--- src/lcd_window_pixel_writer_macros.svh ---
// ----------------------------------------------------------------------------
// lcd window pixel writer assertion macros
// concurrent assertion helpers, compiled out with NO_ASSERTIONS
// ----------------------------------------------------------------------------
`ifndef LCD_WINDOW_PIXEL_WRITER_MACROS_SVH
`define LCD_WINDOW_PIXEL_WRITER_MACROS_SVH

`ifndef NO_ASSERTIONS
`define LWPW_ASSERT(lbl, clk, rst_n, prop) \
  lbl: assert property (@(posedge clk) disable iff (!rst_n) prop) \
    else $error("lwpw assertion failed");
`define LWPW_ASSERT_NEVER(lbl, clk, rst_n, expr) \
  lbl: assert property (@(posedge clk) disable iff (!rst_n) !(expr)) \
    else $error("lwpw forbidden condition seen");
`else
`define LWPW_ASSERT(lbl, clk, rst_n, prop)
`define LWPW_ASSERT_NEVER(lbl, clk, rst_n, expr)
`endif

`endif

--- src/lwpw_pkg.sv ---
// ----------------------------------------------------------------------------
// lwpw_pkg
// shared types and constants of the lcd window pixel writer
// ----------------------------------------------------------------------------
package lwpw_pkg;

  localparam int unsigned LINE_MAX_DEFAULT = 512;

  localparam logic [7:0] CMD_COLUMN_SET   = 8'h2A;
  localparam logic [7:0] CMD_PAGE_SET     = 8'h2B;
  localparam logic [7:0] CMD_MEMORY_WRITE = 8'h2C;

  typedef enum logic [1:0] {
    CMD_BEGIN = 2'd0,
    CMD_PIXEL = 2'd1,
    CMD_STEP  = 2'd2
  } cmd_e;

  typedef enum logic [1:0] {
    MODE_COPY = 2'd0,
    MODE_FILL = 2'd1,
    MODE_ZOOM = 2'd2
  } mode_e;

  typedef enum logic [1:0] {
    JOB_REJECT = 2'd0,
    JOB_BEGIN  = 2'd1,
    JOB_COLOR  = 2'd2
  } job_kind_e;

  // one decoded item waiting to be put on the bus
  typedef struct packed {
    job_kind_e   kind;
    logic        double_px;
    logic        rgb;
    logic        done;
    logic [23:0] color;
    logic [15:0] x_lo;
    logic [15:0] x_hi;
    logic [15:0] y_lo;
    logic [15:0] y_hi;
  } job_t;

endpackage

--- src/lwpw_serializer.sv ---
// ----------------------------------------------------------------------------
// lwpw_serializer
// two-entry job queue that turns decoded items into bus bytes
// ----------------------------------------------------------------------------
module lwpw_serializer (
  input  logic               clk_i,
  input  logic               rst_ni,
  input  logic               push_valid_i,
  output logic               push_stall_o,
  input  lwpw_pkg::job_t     job_i,
  output logic               valid_o,
  input  logic               stall_i,
  output logic               is_data_o,
  output logic [7:0]         bus_byte_o,
  output logic               status_o,
  output logic               window_done_o,
  output logic               last_o
);

  localparam logic [3:0] BeginLast  = 4'd10;
  localparam logic [3:0] PageIdx    = 4'd5;
  localparam logic [3:0] SingleLast = 4'd2;
  localparam logic [3:0] DoubleLast = 4'd5;
  localparam logic [3:0] ColorBytes = 4'd3;

  lwpw_pkg::job_t act_q, pend_q;
  logic           act_v_q, pend_v_q;
  logic [3:0]     cnt_q;

  logic           push_fire, out_fire, byte_last, act_free;
  logic [3:0]     cpos;
  logic [7:0]     red, green, blue;

  assign push_stall_o = pend_v_q;
  assign push_fire    = push_valid_i & ~pend_v_q;
  assign out_fire     = act_v_q & ~stall_i;

  assign red   = act_q.color[23:16];
  assign green = act_q.color[15:8];
  assign blue  = act_q.color[7:0];
  assign cpos  = (act_q.double_px && (cnt_q >= ColorBytes)) ? cnt_q - ColorBytes : cnt_q;

  always_comb begin
    byte_last  = 1'b1;
    is_data_o  = 1'b0;
    bus_byte_o = 8'h00;
    status_o   = 1'b0;
    case (act_q.kind)
      lwpw_pkg::JOB_BEGIN: begin
        byte_last = (cnt_q == BeginLast);
        is_data_o = !((cnt_q == 4'd0) || (cnt_q == PageIdx) || (cnt_q == BeginLast));
        case (cnt_q)
          4'd0:    bus_byte_o = lwpw_pkg::CMD_COLUMN_SET;
          4'd1:    bus_byte_o = act_q.x_lo[15:8];
          4'd2:    bus_byte_o = act_q.x_lo[7:0];
          4'd3:    bus_byte_o = act_q.x_hi[15:8];
          4'd4:    bus_byte_o = act_q.x_hi[7:0];
          4'd5:    bus_byte_o = lwpw_pkg::CMD_PAGE_SET;
          4'd6:    bus_byte_o = act_q.y_lo[15:8];
          4'd7:    bus_byte_o = act_q.y_lo[7:0];
          4'd8:    bus_byte_o = act_q.y_hi[15:8];
          4'd9:    bus_byte_o = act_q.y_hi[7:0];
          default: bus_byte_o = lwpw_pkg::CMD_MEMORY_WRITE;
        endcase
      end
      lwpw_pkg::JOB_COLOR: begin
        byte_last = (cnt_q == (act_q.double_px ? DoubleLast : SingleLast));
        is_data_o = 1'b1;
        case (cpos[1:0])
          2'd0:    bus_byte_o = act_q.rgb ? red : blue;
          2'd1:    bus_byte_o = green;
          default: bus_byte_o = act_q.rgb ? blue : red;
        endcase
      end
      default: begin
        status_o = 1'b1;
      end
    endcase
  end

  assign valid_o       = act_v_q;
  assign last_o        = byte_last;
  assign window_done_o = act_q.done & byte_last & (act_q.kind != lwpw_pkg::JOB_REJECT);
  assign act_free      = ~act_v_q | (out_fire & byte_last);

  always_ff @(posedge clk_i or negedge rst_ni) begin
    if (!rst_ni) begin
      act_v_q  <= 1'b0;
      pend_v_q <= 1'b0;
      cnt_q    <= 4'd0;
    end else if (act_free) begin
      cnt_q <= 4'd0;
      if (pend_v_q) begin
        act_v_q  <= 1'b1;
        pend_v_q <= 1'b0;
      end else begin
        act_v_q <= push_fire;
      end
    end else begin
      if (out_fire) begin
        cnt_q <= cnt_q + 4'd1;
      end
      if (push_fire) begin
        pend_v_q <= 1'b1;
      end
    end
  end

  // payload, no reset
  always_ff @(posedge clk_i) begin
    if (act_free) begin
      act_q <= pend_v_q ? pend_q : job_i;
    end else if (push_fire) begin
      pend_q <= job_i;
    end
  end

endmodule

--- config.mk ---
export PLATFORM = sky130hd
export DESIGN_NAME = lwpw_serializer
export DESIGN_NICKNAME = d
export VERILOG_FILES = /design/src/lcd_window_pixel_writer_macros.svh /design/src/lwpw_pkg.sv /design/src/lwpw_serializer.sv
export SDC_FILE = /design/constraint.sdc
export NUM_CORES = 1
export LEC_CHECK = 0
export BUFFER_PORTS_ARGS = -buffer_cell sky130_fd_sc_hd__buf_4
export CAP_MARGIN = 15
export CORE_MARGIN = 10
export CORE_UTILIZATION = 50
export CTS_CLUSTER_SIZE = 12
export DETAILED_ROUTE_END_ITERATION = 10
export PLACE_DENSITY = 0.74
export SKIP_CTS_REPAIR_TIMING = 1
export SYNTH_ARGS = -nofsm -noshare
export SYNTH_HDL_FRONTEND = slang
export SYNTH_SLANG_ARGS = --single-unit
--- constraint.sdc ---
create_clock -name clk_i -period 35 [get_ports clk_i]
set_input_delay 3.5 -clock clk_i [delete_from_list [all_inputs] [get_ports clk_i]]
set_output_delay 3.5 -clock clk_i [all_outputs]
set_load 0.02 [all_outputs]
# Yosys cells after proc, flatten, opt, wreduce, memory -nomap -nowiden
# Cells that the tools add are included.
op_classes:
  add_sub_neg: 2
  n_lt_le_gt_ge: 1
  eq_ne: 14
  n_mux: 16
  n_bitwise: 10
  reduce_logical: 11
op_table:
  columns: ["cell", "count"]
  rows:
  - ["2-to-1 mux 93 bit", 1]
  - ["case mux 8 bit (10 select lines)", 1]
  - ["case mux 8 bit (2 select lines)", 2]
  - ["== test 4 x 3 -> 1 bit (second input constant)", 4]
  - ["2-to-1 mux 8 bit", 2]
  - ["== test 4 bit (second input constant)", 3]
  - ["== test 4 x 2 -> 1 bit (second input constant)", 2]
  - ["2-to-1 mux 4 bit", 2]
  - ["nonzero test 2 bit", 3]
  - ["bitwise AND 1 bit", 5]
  - ["adder 4 x 1 -> 4 bit (second input constant)", 1]
  - ["== test 2 x 1 -> 1 bit (second input constant)", 2]
  - ["== test 4 x 1 -> 1 bit (second input constant)", 1]
  - ["== test 4 x 3 -> 1 bit", 1]
  - [">= comparator 4 x 2 -> 1 bit (second input constant)", 1]
  - ["zero test 4 bit", 1]
  - ["2-to-1 mux 1 bit", 4]
  - ["inverter 1 bit", 4]
  - ["case mux 1 bit (2 select lines)", 2]
  - ["2-to-1 mux 3 bit", 1]
  - ["== test 2 bit (second input constant)", 1]
  - ["zero test 2 bit", 1]
  - ["logical OR 1 bit", 2]
  - ["2-to-1 mux 2 bit", 1]
  - ["6 further kinds", 6]
word_totals:
  reg_bits: 192
  in_bits: 97
  output_inout_bits: 14
  wordCells: 75

# Longest topological paths before layout
# Gate-level depths: netlist (run 1).
depth:
  ltp_word: 7
  depth_mapped: 10
  mapped_depth_nobuf: 7

# Worst setup path before layout (run 1)
# OpenSTA, ideal clock, no wires.
synth_path:
  path_kind: "input to register"
  startpoint: "in stall_i"
  endpoint: "reg pend_q[0] in the netlist's numbering, enable pin"
  setup_time_ns: 1.676
  arrival_time_ns: 14.627
  t_required_ns: 33.324
  setup_slack_ns: 18.697
  cell_stages: 2
  n_path_buf: 0
  path_cell_list: "o21ai_1 -> nor3b_1"
synth_between:
  elab_chain_cells: 6
synth_lines:
  columns: ["element", "line_no", "text"]
  rows:
  - ["start: declaration", "lwpw_serializer.sv:12", "input logic stall_i,"]
  - ["inverter 1 bit", "lwpw_serializer.sv:36", "assign out_fire = act_v_q & ~stall_i;"]
  - ["bitwise AND 1 bit", "lwpw_serializer.sv:36", null]
  - ["bitwise AND 1 bit", "lwpw_serializer.sv:84", "assign act_free = ~act_v_q | (out_fire & byte_last);"]
  - ["bitwise OR 1 bit", "lwpw_serializer.sv:84", null]
  - ["inverter 1 bit (no line)", null, null]
  - ["AND reduction 2 bit (no line)", null, null]
  - ["end signal: assignment", "lwpw_serializer.sv:114", "pend_q <= job_i;"]
  - ["end: declaration", "lwpw_serializer.sv:26", "lwpw_pkg::job_t act_q, pend_q;"]
# Every way passes these cells.
# A chain may end at the register's enable or synchronous reset.

# Worst setup path in the final report (run 1)
layout_path:
  startpoint: "reg cnt_q[0]"
  endpoint: "out bus_byte_o[1]"
layout_between:
  elab_chain_cells: 6
  word_cells_on_any_way: 19
  classes_between: "add/sub: 1; order compare: 1; eq/ne: 10; mux: 4; reduce/logical: 3"
layout_lines:
  columns: ["element", "line_no", "text"]
  rows:
  - ["start: declaration", "lwpw_serializer.sv:28", "logic [3:0] cnt_q;"]
  - ["start signal: assignment", "lwpw_serializer.sv:101", "cnt_q <= cnt_q + 4'd1;"]
  - [">= comparator 4 x 2 -> 1 bit", "lwpw_serializer.sv:41", "assign cpos = (act_q.double_px && (cnt_q >= ColorBytes)) ? cnt_q - ColorBytes : cnt_q;"]
  - ["logical AND 1 bit", "lwpw_serializer.sv:41", null]
  - ["2-to-1 mux 2 bit", "lwpw_serializer.sv:41", null]
  - ["== test 2 x 1 -> 1 bit or zero test 2 bit (tied branches)", "lwpw_serializer.sv:69", "case (cpos[1:0])"]
  - ["case mux 8 bit (2 select lines)", "lwpw_serializer.sv:69", null]
  - ["case mux 8 bit (2 select lines) *", "lwpw_serializer.sv:48", "case (act_q.kind)"]
  - ["end: declaration", "lwpw_serializer.sv:14", "output logic [7:0] bus_byte_o,"]
# Mark *: on every way between the ends. The rest lies on a longest branch, timed or not.

==> summary by stage, run 1 <==
Placement
The final RePlAce weighted congestion is 0.911. In this run the tool buffered the top-level ports with 110 buffer cells. The post-DP HPWL is 11700 um.

Critical path
The worst setup path is of the register to primary output kind. The worst setup path is captured at a primary output. The internal reg-to-reg setup slack is 31550 ps.

Of all nets on the critical path, the largest fanout is 19. The slowest stage of the critical path is the mux2i_1 cell. On the worst path, the slowest cell contributes a delay of 940 ps.

The critical path goes through ha_1 -> o31ai_4 -> mux2i_1 -> o22ai_1 -> or3_1 -> nand3_1 -> buf_4. Data on the critical path arrives at its endpoint at 3610 ps. The data required time at the worst endpoint is 31500 ps.

The critical path startpoint category is a register. The startpoint identified for the worst register-to-register timing path is cnt_q[0]. The depth of the worst register-to-register path is 6. The endpoint of the lowest-slack register-to-register path is act_q[69].

Hold path
The worst hold path endpoint is act_q[20]. The hold path startpoint is pend_q[20]. Counting instances, the worst hold path has a depth of 1. The min-delay analysis places its worst path in the category register to register.

Synthesis
After synthesis, the netlist uses 45 different library cells. The fraction of the yosys area taken by sequential cells is 70.8%. The cell with the most instances after synthesis is edfxtp_1. The post-synthesis instance area is 0.00810 mm^2. For this run, the number of Yosys warnings is 0. The share of synthesized area in the top cell type comes to 69.0%.

In the synthesized netlist, the cells that appear most often are 186 x edfxtp_1, 95 x mux2_2, 21 x nor2_1. The biggest area contributor in the post-synthesis netlist is edfxtp_1. Of all flip-flops after synthesis, the portion carrying an async set or reset was 3.13%.

The register bit count reported by yosys is 192. Counting every instance in the synthesized netlist gives 494. For this run, the leading register cell type out of synthesis is edfxtp_1. The number of nets in the synthesized netlist is 598. The number of enable-type register cells in the synthesized netlist is 186. The mean instance size in the synthesized netlist is 16.4 um^2. In the post-synthesis netlist, the biggest area contributors are edfxtp_1 69%, mux2_2 13%, dfrtp_1 1.9%.

STA
The count of pins over their slew limit came to 0. The post-route fraction of the period consumed by the critical path is 20.3%. Setup repair after global routing left no endpoint under its margin. The final critical path time including I/O delays and setup is 7110 ps. The final-report hold violation count is 0. The worst slew slack as a fraction of its limit is 23.2%. Derived from the worst setup path, the maximum achievable clock frequency is 141 MHz.

The slew at the pin closest to its max-slew limit is 1120 ps. Clock skew on the completed layout was measured at 11.1 ps. In the final timing run, aggregate negative setup slack is 0 ps. Setup violations remaining at the end of the flow were counted as 0.

Global route
The initial antenna violation count is 0. The via count of the first global-routing pass is 4847. The global-route wire length before repair is 27100 um.

In the global route stage, overall resource usage came out at 16.2%. The maximum number of pins on one net before global-route repair is 94. The sum of overflow across all layers after global routing is 0.

Pwr
The leakage power of the design is 3.50 nW. The power per cell area is 87.4 mW/mm^2. The maximum vdd ir drop is 44.7 uV. Summing internal, switching and leakage power gives 0.852 mW.

Drt
The number of DRC markers in iteration 0 is 450. The number of DRC violations after detailed routing is 0. The number of nets with antenna violations after routing is 0. Using the TritonRoute via totals, the vias-per-cell ratio works out to 5.61. Across all layers, the routed design uses 4639 vias. After detailed routing, the total wire length is 17500 um. For this run, the detailed router's first-pass iteration total came to 5. Dividing the detail-routed wire length by the instance count gives 21.2 um.

CTS
The clock drives 192 sinks. The tree is rooted in a clkbuf_16. The count of H-tree levels built during CTS is 4. The clock slew at the register clock pins of the worst setup and hold paths is 80 ps.

The clock tree from TritonCTS is done. No sink is reached through more buffers than the 2 on the longest clock path. The later-pin clock latency in the skew report is 440 ps. Counting the buffers created by CTS gives 17.

Final layout
The filler cells instantiated in the layout total 1245. After the last flow step, the layout net total stands at 702. From synthesis to final layout, the design area changed by 20.3%. The fraction of layout instances using a drive strength above 1 is 40.4%. The number of antenna diodes in the final layout is 0.

Floorplanning
The standard-cell row count is 46. The number of top-level pins is 111. The floorplan step defined a core boundary enclosing 0.0159 mm^2. The floorplan step set the die height to 147 um. The starting utilization of the core area is 51.0%.

The width of the chip is 147 um. The die covers 0.0217 mm^2.

Job
The max-capacitance violation count is 0.

Run status
The flow ran to the end, and the final reports show no timing, DRC or antenna violations.
-- through the flow --
step                      hold slack, ps  instance area (um^2)  utilization (%)  setup WS [ps]  std cells
after floorplan                      523                  8100                -          18700        494
after global placement               531                  9100             57.3          28540        794
after detailed placement             531                  9100             57.3          28370        794
after CTS                            545                  9710             61.2          27900        826
after global routing                 559                  9740             61.3          27640        827
final                                540                  9740             61.3          27890        827
-- worst max path at each step --
stage,cells after the start,from,endpoint,slack [ps]
2_1_floorplan,2,stall_i,pend_q[0],18700
5_1_grt,7,cnt_q[0],bus_byte_o[4],27640
3_5_place_dp,7,cnt_q[0],bus_byte_o[1],28370
4_1_cts,7,cnt_q[0],bus_byte_o[1],27900
6_report,7,cnt_q[0],bus_byte_o[1],27890
3_3_place_gp,7,cnt_q[0],bus_byte_o[1],28540
-- metal layers --
metal,wire length [um],up-vias,track usage (%)
met4,291,0,5.45
li1,-,2180,-
met1,7960,2310,21.6
met2,8450,133,25.1
met5,0,-,0
met3,811,16,4.18
-- area by class of cell --
cell class / instances / area (um^2) / share of cell area (%)
Clock buffer: 17 / 425 / 4.37
Clock inverter: 15 / 189 / 1.94
Inverter: 7 / 26.3 / 0.270
Multi-Input combinational cell: 266 / 2220 / 22.7
Sequential cell: 192 / 5740 / 58.9
Tap cell: 216 / 270 / 2.77
Timing Repair Buffer: 114 / 876 / 8.99
-- state kept, by name, summed over array words and instances (netlist names) --
signal        count
act_q            93
push_stall_o      1
pend_q           93
valid_o           1
cnt_q             4
-- power breakdown --
group / switching (mW) / internal (mW)
Clock: 0.0917 / 0.109
Sequential: 0.0440 / 0.355
Combinational: 0.141 / 0.111
Total: 0.277 / 0.575
-- cell usage in the layout (no fill, tap or decap), drive strengths merged, types with 2 or more instances in the layout --
cell,count
a211o,3
a211oi,4
a21o,2
a21oi,14
a221oi,6
a222oi,7
a22o,3
a22oi,9
a311oi,2
a31oi,3
and2,2
buf,114
bufinv,2
clkbuf,17
clkinvlp,2
dfrtp,6
edfxtp,186
ha,7
inv,17
mux2,95
mux2i,5
nand2,13
nand2b,2
nand3,6
nor2,21
nor2b,6
nor3,9
nor3b,3
o21ai,5
o21bai,2
o22ai,16
or3,9
-- logic make-up (layout without fill, tap and decap cells) --
kind of cell / Yosys count / after routing / share of synthesized area (%)
AOI/OAI and AO/OA: 83 / 83 / 7.52
xor gates and xnor gates: 2 / 2 / 0.216
adders and majority gates: 7 / 7 / 1.08
buffers and inverters: 36 / 153 / 2.01
DFF: 192 / 192 / 70.8
muxes: 100 / 100 / 13.8
and+or+nand+nor: 74 / 74 / 4.51
-- worst max-delay path: cells and delay by family, from the launching register on --
family	cells	cell delay, ps
flip-flops	1	510
adder cells (fa/ha/maj)	1	520
AND/OR/NAND/NOR	2	450
buffers and inverters	1	150
multiplexers	1	940
AO/OA/AOI/OAI	2	610
No activity file was read; power rests on OpenSTA's default activity.
==> run 2: changes to the inputs <==
PLACE_DENSITY = 0.77   (was 0.74)
clock period = 5.9 ns   (was 35 ns; I/O delays follow)
==> summary by stage, run 2 (same netlist as run 1, synthesis figures left out) <==
Critical path
STA classifies the critical path startpoint as a register. The category of the worst setup path capture point is a primary output. The data arrival time at the worst-slack endpoint is 3660 ps (+50 ps). The critical-path maximum fanout is 19 (unchanged). The critical path is of the register to primary output type.

The data required time at the worst endpoint is 5310 ps (-26190 ps).

Run status
The run finished with clean final reports.

STA
The top achievable clock speed is 235 MHz. For the finished layout, the period the worst path requires is 4250 ps. The total of endpoints with negative setup slack in the final report is 0 (unchanged). The setup total negative slack came to 0 ps (unchanged). The final-report hold violation count came to 0 (unchanged). The worst hold slack is 330 ps (-210 ps). The slew at the pin closest to its max-slew limit came to 1090 ps (-32.3 ps). The final clock skew is 8.34 ps (-2.72 ps). The count of pins over their slew limit came to 0 (unchanged). The worst slew slack as a fraction of its limit is 25.4% (+2.2 points). Setup repair after global routing left no endpoint under its margin.

After layout, the worst path uses 72.1% of the clock period.

CTS
The cell sitting at the root of the clock tree is a clkbuf_16. The clock slew at the register clock pins of the worst setup and hold paths was 70 ps (about the same). TritonCTS built the clock tree. The worst-case clock buffer depth is 2 (unchanged). The count of H-tree levels built during CTS is 4 (unchanged). The CTS buffer count is 17 (unchanged). The later-pin clock latency in the skew report was 440 ps (about the same). The number of clock sinks came to 192 (unchanged).

Final layout
The final net count is 703 (+0.14%). The multi-input combinational cell area is 0.00223 mm^2 (+0.62%). The register area is 0.00574 mm^2 (unchanged). In the final layout, the registers with the most flip-flops are act_q (93), pend_q (93), cnt_q (4). The final design utilization is 61.0% (-0.30 points). The number of fillers in the final layout is 1221 (-1.9%). The total non-filler cell area in the finished layout came to 0.00969 mm^2 (-0.49%).

The final antenna diode count is 0 (unchanged). The signed area change from the synthesized netlist to the final layout is 19.7%. The fraction of layout instances using a drive strength above 1 came to 40.5% (+0.097 points). The top cell types in the final layout, fill and taps aside, are 186 x edfxtp_1, 114 x buf_4, 95 x mux2_2.

The commonest non-fill, non-tap cell in the layout is edfxtp_1.

Global route
The global-route wire length before repair is 28100 um (+3.4%). The initial antenna violation count is 0 (unchanged). The via count of the first global-routing pass is 4959 (+2.3%).

The maximum number of pins on one net before global-route repair was 84 (-11%). The global routing usage summed across all routing layers is 16.6% (+0.47 points). The sum of overflow across all layers after global routing is 0 (unchanged).

Drt
The number of DRC violations after detailed routing was 0 (unchanged). The number of nets with antenna violations after routing is 0 (unchanged). The post-detailed-routing wire length was 17800 um (+1.7%). The routed wirelength normalized by instance count is 21.5 um (+1.6%).

The number of DRC markers in iteration 0 was 505 (+12%). The detail-routed via count per cell came to 5.70 (+1.7%). The total number of vias is 4722 (+1.8%). The number of iterations in the first detailed-routing pass came to 5 (unchanged).

Floorplanning
The starting utilization of the core area is 51.0% (unchanged). The width of the chip is 147 um (unchanged). The die area is 0.0217 mm^2 (unchanged). The number of top-level pins was 111 (unchanged).

The y dimension of the die is 147 um (unchanged). The standard-cell row count is 46 (unchanged). The total core area is 0.0159 mm^2 (unchanged).

Placement
The placement-stage cell area is 0.00912 mm^2 (+0.23%). The number of buffers added on ports was 110 (unchanged). The final RePlAce weighted congestion is 0.910 (-0.15%).

The post-DP HPWL is 12000 um (+2.9%).

Job
The max-capacitance violation count is 0 (unchanged).

Pwr
The maximum vdd ir drop is 311 uV (+600%). The total chip power is 4.97 mW (+480%). The leakage power of the design was 3.47 nW (-0.73%). The power per cell area is 512 mW/mm^2 (+490%).

Hold path
The path class of the lowest-slack min-delay path is primary input to register.
==> run 2: cell count changes in the layout (fill, tap and decap cells not counted), sizes merged <==
cell,delta
clkbuf,+1
clkinv,+5
bufinv,-1
dlygate4sd3,+1
inv,-5
==> run 2: final timing paths <==
check / from / endpoint / slack, ps / depth (start not counted)
max in group asynchronous: rst_ni / push_stall_o / 5220 / 2
hold / removal: job_i[58] / pend_q[58] / 330 / 1
setup / recovery: cnt_q[0] / bus_byte_o[4] / 1650 / 7
hold reg to reg: pend_q[68] / act_q[68] / 550 / 1
min in group asynchronous: rst_ni / cnt_q[0] / 550 / 2
setup reg to reg: cnt_q[2] / act_q[81] / 2490 / 5
==> run 2: cell type report <==
class / count / area share [%]
sequential: 192 / 59.2
multi-input combinational: 266 / 23.0
timing repair buffer: 115 / 8.93
clock buffer: 18 / 4.43
tap: 216 / 2.79
clock inverter: 14 / 1.38
inverter: 7 / 0.271
==> run 2: report_power, final <==
part | total (mW) | internal, mW | switching (mW)
Sequential | 2.36 | 2.11 | 0.254
Combinational | 1.50 | 0.655 | 0.850
Clock | 1.10 | 0.589 | 0.511
==> run 2: critical path, cell delays in order, from the launching register on <==
cell     delay [ps]
dfrtp_1         510
ha_1            540
o31ai_4         430
mux2i_1         910
o22ai_1         220
or3_1           360
nand3_1          90
buf_4           150
==> run 2: per-layer routing <==
layer | vias up | track usage [%] | routed length, um
met5 | - | 0 | 0
met4 | 0 | 5.50 | 279
met3 | 20 | 4.61 | 1090
met2 | 183 | 25.9 | 8640
met1 | 2348 | 22.1 | 7800
li1 | 2171 | - | -
==> run 2: stage by stage <==
step                      instances  worst slack, ps
after floorplan                 494            -3500
after global placement          795             2340
after detailed placement        795             2130
after CTS                       827             1680
after global routing            828             1420
final                           828             1650
